$ cat src/rtl/imusc_pkg.sv
// Shared types and constants of the IMU sample correction core.
`timescale 1ns / 1ps
`default_nettype none

package imusc_pkg;

    // Default field widths.
    localparam int SAMPLE_WIDTH_DEF   = 16;
    localparam int COEF_FRAC_BITS_DEF = 14;

    // Configuration port.
    localparam int CFG_DATA_W = 48;
    localparam int CFG_IDX_W  = 3;
    localparam int FLAG_W     = 4;

    localparam logic [CFG_IDX_W-1:0] REG_ACCEL_BIAS  = 3'd0;
    localparam logic [CFG_IDX_W-1:0] REG_ACCEL_SCALE = 3'd1;
    localparam logic [CFG_IDX_W-1:0] REG_GYRO_OFFSET = 3'd2;
    localparam logic [CFG_IDX_W-1:0] REG_ALIGN_ROW0  = 3'd3;
    localparam logic [CFG_IDX_W-1:0] REG_ALIGN_ROW1  = 3'd4;
    localparam logic [CFG_IDX_W-1:0] REG_ALIGN_ROW2  = 3'd5;
    localparam logic [CFG_IDX_W-1:0] REG_VALID_FLAGS = 3'd6;

    // Register values after reset: zero biases, unit scales, identity matrix.
    localparam logic [CFG_DATA_W-1:0] RST_ACCEL_BIAS  = 48'h0000_0000_0000;
    localparam logic [CFG_DATA_W-1:0] RST_ACCEL_SCALE = 48'h4000_4000_4000;
    localparam logic [CFG_DATA_W-1:0] RST_GYRO_OFFSET = 48'h0000_0000_0000;
    localparam logic [CFG_DATA_W-1:0] RST_ALIGN_ROW0  = 48'h0000_0000_4000;
    localparam logic [CFG_DATA_W-1:0] RST_ALIGN_ROW1  = 48'h0000_4000_0000;
    localparam logic [CFG_DATA_W-1:0] RST_ALIGN_ROW2  = 48'h4000_0000_0000;
    localparam logic [FLAG_W-1:0]     RST_VALID_FLAGS = 4'h0;

    // Depth of the queue between front and back.
    localparam int Q_DEPTH = 4;

    // Corrections that are switched on for one word (enable bits and valid flags).
    typedef struct packed {
        logic align;
        logic gyro_offset;
        logic accel_scale;
        logic accel_bias;
    } imusc_ctl_t;

    localparam int CTL_W = $bits(imusc_ctl_t);

endpackage

`default_nettype wire

$ cat src/rtl/imusc_front.sv
// Front end: accepts input words, decides the corrections and removes the biases.
`timescale 1ns / 1ps
`default_nettype none

module imusc_front import imusc_pkg::*; #(
    parameter int SAMPLE_WIDTH = SAMPLE_WIDTH_DEF,
    localparam int IN_DW = ((6 * SAMPLE_WIDTH + FLAG_W + 7) / 8) * 8,
    localparam int DW    = 6 * SAMPLE_WIDTH
) (
    input  logic                  s_tvalid,
    output logic                  s_tready,
    input  logic [IN_DW-1:0]      s_tdata,
    input  logic [CFG_DATA_W-1:0] accel_bias,
    input  logic [CFG_DATA_W-1:0] gyro_offset,
    input  logic [FLAG_W-1:0]     valid_flags,
    input  logic                  q_full,
    output logic                  q_push,
    output imusc_ctl_t            q_ctl,
    output logic [DW-1:0]         q_data
);

    localparam int W  = SAMPLE_WIDTH;
    localparam int LW = (3 * W > CFG_DATA_W) ? 3 * W : CFG_DATA_W;

    logic [LW-1:0] abias_ext;
    logic [LW-1:0] gbias_ext;

    function automatic logic [W-1:0] sat_w(input logic [W+3:0] x);
        logic [4:0] hi_bits;
        hi_bits = x[W+3:W-1];
        if (hi_bits == '0 || hi_bits == '1) begin
            return x[W-1:0];
        end else if (x[W+3]) begin
            return {1'b1, {(W-1){1'b0}}};
        end else begin
            return {1'b0, {(W-1){1'b1}}};
        end
    endfunction

    assign abias_ext = LW'(accel_bias);
    assign gbias_ext = LW'(gyro_offset);

    assign s_tready = !q_full;
    assign q_push   = s_tvalid && !q_full;
    assign q_ctl    = imusc_ctl_t'(s_tdata[DW +: FLAG_W] & valid_flags);

    always_comb begin
        logic [W-1:0] raw;
        logic [W-1:0] bias;
        logic [W:0]   diff;
        logic         on;
        for (int k = 0; k < 6; k++) begin
            raw = s_tdata[k*W +: W];
            if (k < 3) begin
                bias = abias_ext[k*W +: W];
                on   = q_ctl.accel_bias;
            end else begin
                bias = gbias_ext[(k-3)*W +: W];
                on   = q_ctl.gyro_offset;
            end
            diff = {raw[W-1], raw} - {bias[W-1], bias};
            q_data[k*W +: W] = on ? sat_w({{3{diff[W]}}, diff}) : raw;
        end
    end

endmodule

`default_nettype wire

$ cat config.mk
export PLATFORM = sky130hd
export DESIGN_NAME = imusc_front
export DESIGN_NICKNAME = d
export VERILOG_FILES = /design/src/rtl/imusc_pkg.sv /design/src/rtl/imusc_front.sv
export SDC_FILE = /design/constraint.sdc
export NUM_CORES = 1
export LEC_CHECK = 0
export BUFFER_PORTS_ARGS = -buffer_cell sky130_fd_sc_hd__buf_4
export CORE_ASPECT_RATIO = 1.1
export CORE_MARGIN = 4
export CORE_UTILIZATION = 50
export DETAILED_ROUTE_END_ITERATION = 12
export PLACE_DENSITY_LB_ADDON = 0.1
export SYNTH_ARGS = -nofsm -noshare
export SYNTH_HDL_FRONTEND = slang
export SYNTH_SLANG_ARGS = --single-unit
$ cat constraint.sdc
create_clock -name vclk -period 11.8
set_input_delay 3.54 -clock vclk [all_inputs]
set_output_delay 3.54 -clock vclk [all_outputs]
set_load 0.01 [all_outputs]
==> qor.yml <==
fin_nets: 1706
finalCritPeriodShare_pct: 87.3
max_stage_delay_ns: 0.61
powerDensity_nw_per_um2: 59.7
gp_congestion: 0.931
die_x_um: 122
setup_viol: 0
vias: 9129
cp-end-kind: "primary output"
muxShareOfSynthArea_pct: 0.751
status: "completed"
tns_ns: 0
p_leak_uw: 0.00489
synth.distinct_cells: 71
period_needed_ns: 10.30
ff_latch_area_um2: 0
insertedDiodeCount: 0
drt-total-wl_um: 23900
dr.pass1.iters: 6
hold_buffers: 0
synth_top_family_by_area: "compound AO/OA/AOI/OAI gates"
synth-compound-area-share_pct: 38.5
max_freq_mhz: 97.1
nClkBuffers: 0
rows: 45
grt_use_total_pct: 27.1
synthCells: 1126
vias_per_cell: 5.76
place_area_um2: 9550
ios: 308
crit_buf_inv: 3
yosysSeqAreaShare_pct: 0
grt_pass1_wl_um: 38500
dieArea_um2: 16300
worst_pin_slew_ns: 0.875
syn_area_per_cell_um2: 6.36
antenna_found_initial: 0
final_common_cell: "buf_4"
p_clk_share_pct: 0
final_area_um2: 9550
area_growth_pct: 33.3
rsz0062_at_grt: "no"
hold_path.class: "in2out"
seqPwrFrac_pct: 0
crit_chain: "buf_4 > inv_1 > ha_1 > fa_1 > nand2b_1 > a21oi_1 > o211ai_1 > a21oi_1 > o21a_1 > o21ai_1 > o21ai_0 > buf_4"
start_util_pct: 51.5
required_ns: 8.26
startpoint_type: "primary input"
synth_nets: 1434
cpMaxStageDelayCell: "o21a_1"
coreArea_um2: 13900
swShare_pct: 54.6
drc: 0
grt_max_degree: 58
synthXorXnorAreaFrac_pct: 6.46
yosys.area_share.simple_pct: 25.4
wl_per_cell_um: 15.1
cts_setup_buffers: 0
cp_top_family: "compound AO/OA/AOI/OAI gates"
post_cts_resized: 0
nFlopsAndLatches: 0
grt_pass1_vias: 8471
drive_gt1_share_pct: 24.8
maxCapViolations: 0
p_int_uw: 259
synthAdderAreaFrac_pct: 20.0
ant_nets: 0
arrival_ns: 6.76
most-common-layout-cells: "buf_4, nand2_1, inv_1"
ys_warn_count: 0
drt_iter0_drc: 645
hold_viol: 0
netlist_area_um2: 7170
path_class: "in2out"
relSlewSlack_pct: 41.3
grt-ovfl-total: 0
crit_path_max_fanout: 18
max-vdd-ir-drop_uv: 33.5
dpl.hpwl_um: 19700
power.switching_uw: 311
fp.dieH_um: 134
io_buffers: 304
p_comb_share_pct: 100.0
drv_slew: 0
-- metrics by stage --
stage                     util, %  cells  setup slack, ns  hold WS (ns)  total power, µW
after floorplan                 -   1126             2.42          7.12              371
after detailed placement     68.7   1584             1.58          7.33              563
after CTS                    68.7   1584             1.60          7.33              566
after global routing         68.7   1584             1.25          7.34              632
after global placement       68.7   1584             1.62          7.32              555
final                        68.7   1584             1.50          7.33              570
-- layer usage --
metal	track usage (%)	share of wire (%)	up-vias
li1	-	-	4619
met1	34.0	42	4152
met2	48.4	48	306
met3	3.23	7.1	52
met4	7.65	3.5	0
met5	0	0	-
-- path summary, 6_finish.rpt --
kind,slack [ns],start,endpoint,cells past startpoint
max,1.50,s_tdata[0],q_data[11],12
min,7.33,q_full,s_tready,3
-- cell usage after synthesis, types with 8 or more instances --
library cell / number / share of area (%)
o211ai_1: 10 / 1.0
nor3_1: 17 / 1.2
xor2_1: 22 / 2.7
nand2_1: 132 / 6.9
nor2b_1: 25 / 2.2
buf_2: 13 / 0.91
xnor2_1: 29 / 3.5
o22ai_1: 9 / 0.79
o21ai_0: 113 / 7.9
o31ai_1: 13 / 1.4
ha_1: 96 / 17
or3_1: 9 / 0.79
a21oi_1: 103 / 7.2
clkbuf_1: 24 / 1.3
nor2_1: 78 / 4.1
o2111ai_1: 8 / 0.98
maj3_1: 11 / 1.5
nand3_1: 33 / 2.3
a311oi_1: 9 / 1.1
o21a_1: 27 / 2.8
nand4_1: 16 / 1.4
and3_1: 10 / 0.87
nand2b_1: 22 / 1.9
o21ai_1: 18 / 1.3
inv_1: 124 / 6.5
a31oi_1: 12 / 1.0
a21o_1: 23 / 2.4
-- final cells by class --
cell class                 count  area, µm²
tap                          188        235
multi-input combinational    963       6530
fill                        1300       4350
inverter                     124        465
timing repair buffer         309       2320
-- power groups by stage --
stage | registers [µW] | logic [µW] | clock network [µW]
after floorplan | 0 | 371 | 0
after global placement | 0 | 555 | 0
after detailed placement | 0 | 563 | 0
after CTS | 0 | 566 | 0
after global routing | 0 | 632 | 0
final | 0 | 570 | 0
-- cell families after synthesis --
logic type | after synthesis
AOI/OAI and AO/OA | 417
and+or+nand+nor | 376
buffers and inverters | 163
adders and majority gates | 113
xor gates and xnor gates | 52
muxes | 5
(Power assumes the default switching activity.)
