==> src/rtl/imusc_pkg.sv <==
// Shared types and constants of the IMU sample correction core.
`timescale 1ns / 1ps
`default_nettype none

package imusc_pkg;

    // Default field widths.
    localparam int SAMPLE_WIDTH_DEF   = 16;
    localparam int COEF_FRAC_BITS_DEF = 14;

    // Configuration port.
    localparam int CFG_DATA_W = 48;
    localparam int CFG_IDX_W  = 3;
    localparam int FLAG_W     = 4;

    localparam logic [CFG_IDX_W-1:0] REG_ACCEL_BIAS  = 3'd0;
    localparam logic [CFG_IDX_W-1:0] REG_ACCEL_SCALE = 3'd1;
    localparam logic [CFG_IDX_W-1:0] REG_GYRO_OFFSET = 3'd2;
    localparam logic [CFG_IDX_W-1:0] REG_ALIGN_ROW0  = 3'd3;
    localparam logic [CFG_IDX_W-1:0] REG_ALIGN_ROW1  = 3'd4;
    localparam logic [CFG_IDX_W-1:0] REG_ALIGN_ROW2  = 3'd5;
    localparam logic [CFG_IDX_W-1:0] REG_VALID_FLAGS = 3'd6;

    // Register values after reset: zero biases, unit scales, identity matrix.
    localparam logic [CFG_DATA_W-1:0] RST_ACCEL_BIAS  = 48'h0000_0000_0000;
    localparam logic [CFG_DATA_W-1:0] RST_ACCEL_SCALE = 48'h4000_4000_4000;
    localparam logic [CFG_DATA_W-1:0] RST_GYRO_OFFSET = 48'h0000_0000_0000;
    localparam logic [CFG_DATA_W-1:0] RST_ALIGN_ROW0  = 48'h0000_0000_4000;
    localparam logic [CFG_DATA_W-1:0] RST_ALIGN_ROW1  = 48'h0000_4000_0000;
    localparam logic [CFG_DATA_W-1:0] RST_ALIGN_ROW2  = 48'h4000_0000_0000;
    localparam logic [FLAG_W-1:0]     RST_VALID_FLAGS = 4'h0;

    // Depth of the queue between front and back.
    localparam int Q_DEPTH = 4;

    // Corrections that are switched on for one word (enable bits and valid flags).
    typedef struct packed {
        logic align;
        logic gyro_offset;
        logic accel_scale;
        logic accel_bias;
    } imusc_ctl_t;

    localparam int CTL_W = $bits(imusc_ctl_t);

endpackage

`default_nettype wire

==> src/rtl/imusc_queue.sv <==
// Short word queue that decouples the front end from the correction pipeline.
`timescale 1ns / 1ps
`default_nettype none

module imusc_queue import imusc_pkg::*; #(
    parameter int DATA_W = 8,
    parameter int DEPTH  = Q_DEPTH
) (
    input  logic              aclk,
    input  logic              aresetn,
    input  logic              push,
    input  logic [DATA_W-1:0] push_data,
    output logic              full,
    output logic              pop_valid,
    input  logic              pop_ready,
    output logic [DATA_W-1:0] pop_data
);

    localparam int PTR_W = (DEPTH > 1) ? $clog2(DEPTH) : 1;
    localparam int CNT_W = $clog2(DEPTH + 1);

    logic [DATA_W-1:0] store_reg [DEPTH];
    logic [PTR_W-1:0]  wr_ptr_reg, wr_ptr_next;
    logic [PTR_W-1:0]  rd_ptr_reg, rd_ptr_next;
    logic [CNT_W-1:0]  count_reg, count_next;
    logic              pop;

    assign full      = (count_reg == CNT_W'(DEPTH));
    assign pop_valid = (count_reg != '0);
    assign pop_data  = store_reg[rd_ptr_reg];
    assign pop       = pop_valid && pop_ready;

    always_comb begin
        wr_ptr_next = wr_ptr_reg;
        rd_ptr_next = rd_ptr_reg;
        count_next  = count_reg;
        if (push) begin
            wr_ptr_next = (wr_ptr_reg == PTR_W'(DEPTH - 1)) ? '0 : wr_ptr_reg + 1'b1;
        end
        if (pop) begin
            rd_ptr_next = (rd_ptr_reg == PTR_W'(DEPTH - 1)) ? '0 : rd_ptr_reg + 1'b1;
        end
        if (push && !pop) begin
            count_next = count_reg + 1'b1;
        end else if (pop && !push) begin
            count_next = count_reg - 1'b1;
        end
    end

    always_ff @(posedge aclk) begin
        if (!aresetn) begin
            wr_ptr_reg <= '0;
            rd_ptr_reg <= '0;
            count_reg  <= '0;
        end else begin
            wr_ptr_reg <= wr_ptr_next;
            rd_ptr_reg <= rd_ptr_next;
            count_reg  <= count_next;
        end
    end

    always_ff @(posedge aclk) begin
        if (push) begin
            store_reg[wr_ptr_reg] <= push_data;
        end
    end

endmodule

`default_nettype wire

==> config.mk <==
export PLATFORM = sky130hd
export DESIGN_NAME = imusc_queue
export DESIGN_NICKNAME = d
export VERILOG_FILES = /design/src/rtl/imusc_pkg.sv /design/src/rtl/imusc_queue.sv
export SDC_FILE = /design/constraint.sdc
export NUM_CORES = 1
export LEC_CHECK = 0
export ABC_AREA = 0
export BUFFER_PORTS_ARGS = -buffer_cell sky130_fd_sc_hd__buf_2
export CAP_MARGIN = 40
export CORE_ASPECT_RATIO = 0.75
export CORE_UTILIZATION = 35
export CTS_CLUSTER_DIAMETER = 100
export CTS_CLUSTER_SIZE = 8
export DETAILED_ROUTE_END_ITERATION = 8
export GPL_ROUTABILITY_DRIVEN = 0
export PLACE_DENSITY = 0.66
export SLEW_MARGIN = 10
export SYNTH_ARGS = -nofsm -noshare
export SYNTH_HDL_FRONTEND = slang
export SYNTH_SLANG_ARGS = --single-unit
==> constraint.sdc <==
create_clock -name aclk -period 2 [get_ports aclk]
set_clock_uncertainty 0.05 [all_clocks]
set_input_delay 0.3 -clock aclk [delete_from_list [all_inputs] [get_ports aclk]]
set_output_delay 0.3 -clock aclk [all_outputs]
set_load 0.05 [all_outputs]
==> flow_summary.toml <==
[status]
status = "finished, final reports clean"

[logic_synthesis]
synth_edf_count = 32
synth_warnings = 0
netlist_area_um2 = 1630
synth.most_common_cell = "edfxtp_1"
yosys.area_share.simple = 0.0583
async_reset_ff_frac = 0
synth_top_family_by_area = "multiplexers"
synth_mux_area_frac = 0.129
yosys-top-cells-count = "edfxtp_1 (32), dfxtp_1 (9), mux4_2 (8), ha_1 (6), and2_1 (5)"
netlist.area_leader.share = 0.589
syn_inst = 88
synth-compound-area-share = 0.0269
ys_seq_area_frac = 0.700
synth_fa_ha_area_frac = 0.0583
synth_fp_nets = 107
synthTopCellsByArea = "edfxtp_1 (59%), dfxtp_1 (11%), mux4_2 (11%), ha_1 (4.6%), and2_1 (1.9%)"
yosys.area.top_type = "edfxtp_1"
synth-seq-cells = 41
synth_xor_area_frac = 0.0107
syn_avg_cell_area_um2 = 18.5
synth_cell_types = 21
synth_flop_cell = "edfxtp_1"

[route]
dr.pass1.iters = 4
route.detailed.drc = 0
drt-wirelength-per-cell_um = 14.6
met1_length_mm = 1.16
initialDrtViolationCount = 39
dr_wl_met3_um = 192
ant_nets = 0
top_layer_used = "met4"
detailroute.via_count = 864
met2_length_mm = 1.21
via_per_inst = 4.83
routed_wl_mm = 2.62

[placement]
io_buffers = 21
pre_cts_ws_ns = 0.00544
hpwl_mm = 1.84
place_area_um2 = 1820

[power]
power.total_mw = 2.68
power.switching_mw = 0.859
internal_power_mw = 1.82
vdd_drop_max_mv = 0.739
p_seq_frac = 0.396
pwr-share-comb = 0.309
p_leak_nw = 0.731
power_density_nw_per_um2 = 1350
p_clk_frac = 0.295
swShare = 0.320

[sta]
slew_violations = 0
fin_crit_sh = 0.965
relSlewSlack = 0.712
setup_ws_ns = 0.0692
finalHoldWorstSlack_ns = 0.167
setup_viol = 0
hold_violations = 0
period_needed_ns = 1.93
fmax_ghz = 0.518
tightestPinTransition_ns = 0.432

[cells_and_area]
final_util = 0.446
largest_reg_flops = 32
layout-drive-gt1-share = 0.402
syn_to_final_growth_pct = 22.1
final_cell_area_um2 = 1990
nNetsFinal = 140
n_fill_cell = 405
antenna_cells = 0

[die]
io_pins = 22
initial_core_util = 0.365
coreArea_um2 = 4470
fp.dieW_um = 80.8
die_h_um = 61.1
std_cell_rows = 21
dieArea_um2 = 4940

[critical_path]
required_ns = 1.65
crit_arrival_ns = 1.58
cp-end-kind = "primary output"
crit_type = "flip-flop to primary output"
startpoint_type = "flip-flop"
reg2reg_depth = 7
crit_fanout = 8

[grt]
grt_overflow = 0
grt_pass1_wl_mm = 4.15
antenna_found_initial = 0
grt_pass1_vias = 888
track_usage = 0.122
grt_start_max_net_pins = 15

[clocking]
clkSinkCount = 41
clk_latency_ns = 0.29
cts_hold_buf = 0
clk_pin_slew_worst_paths_ns = 0.08
clockBufferDepth = 2
cts_inserted_buffers = 5
tritoncts = "done"
cts_root_buffer = "clkbuf_8"
htreeDepth = 2

[hold_path]
hp-class = "input pin to flip-flop"
hold_path_depth = 1

[flow_run]
maxCapViolCount = 0
==> logic make-up after synthesis <==
group	after synthesis
AO/OA/AOI/OAI	5
XOR/XNOR	2
adder cells (fa/ha/maj)	7
buffers and inverters	5
flip-flops	41
multiplexers	11
AND/OR/NAND/NOR	17
==> critical path: stages (launching register included) <==
cell and delay (ns):
dfxtp_1 0.32, buf_4 0.21, mux4_2 0.53, buf_2 0.23
==> layout make-up <==
type / instances / area [µm²] / area share
inverter: 3 / 11.3 / 0.00566
multi-input combinational: 42 / 467 / 0.234
timing repair buffer: 28 / 158 / 0.0792
clock buffer: 5 / 68.8 / 0.0346
sequential: 41 / 1150 / 0.576
tap: 57 / 71.3 / 0.0358
clock inverter: 3 / 68.8 / 0.0346
==> power groups by stage <==
stage	logic (mW)	clock network [mW]	registers, mW
3_5_place_dp	0.804	0	1.08
5_1_grt	0.877	0.835	1.07
6_report	0.827	0.791	1.06
3_3_place_gp	0.774	0	1.07
4_1_cts	0.825	0.811	1.06
2_1_floorplan	0.622	0	1.07
==> layer usage <==
metal,global-route usage,up-vias
li1,-,399
met1,0.150,428
met2,0.186,28
met3,0.0459,9
met4,0.0740,0
met5,0,-
==> what timing repair did <==
action,CTS,global route
resized for setup,4,1
endpoints found under the setup margin,1,1
pin swaps,2,4
setup buffers,2,1
==> layout by cell type (no fill, tap or decap) <==
| cell | Yosys | layout |
|---|---|---|
| or3_1 | 2 | 2 |
| and2_1 | 5 | 5 |
| edfxtp_1 | 32 | 32 |
| nor2b_1 | 3 | 3 |
| o21ai_0 | 3 | 3 |
| nand3_1 | 2 | 2 |
| ha_1 | 6 | 5 |
| nand2_1 | 2 | 2 |
| mux2i_1 | 3 | 3 |
| nor2_1 | 2 | 2 |
| inv_6 | 0 | 1 |
| nor3b_1 | 1 | 1 |
| buf_4 | 0 | 7 |
| dfxtp_2 | 0 | 1 |
| fa_2 | 0 | 1 |
| buf_2 | 0 | 21 |
| ha_2 | 0 | 1 |
| o31ai_4 | 1 | 1 |
| dfxtp_4 | 0 | 1 |
| xnor2_1 | 1 | 1 |
| inv_1 | 3 | 3 |
| bufinv_16 | 0 | 2 |
| xor2_1 | 1 | 1 |
| dfxtp_1 | 9 | 7 |
| mux4_2 | 8 | 8 |
| a21boi_1 | 1 | 1 |
| clkbuf_8 | 0 | 5 |
==> through the flow <==
| step | cells | TNS, ns |
|---|---|---|
| floorplan | 88 | 0 |
| global placement | 168 | 0 |
| detailed placement | 168 | 0 |
| CTS | 178 | 0 |
| global route | 179 | -0.00393 |
| finish | 179 | 0 |
==> worst paths after layout <==
path                               endpoint                      start  slack (ns)
setup / recovery                pop_data[6]                  flip-flop        0.07
hold / removal    store_reg[2][1]$_DFFE_PP_               push_data[1]        0.17
setup reg to reg  count_reg[2]$_SDFFE_PN0P_  count_reg[1]$_SDFFE_PN0P_        0.08
hold reg to reg   count_reg[2]$_SDFFE_PN0P_  count_reg[2]$_SDFFE_PN0P_        0.49
No activity file was read; power rests on OpenSTA's default activity.
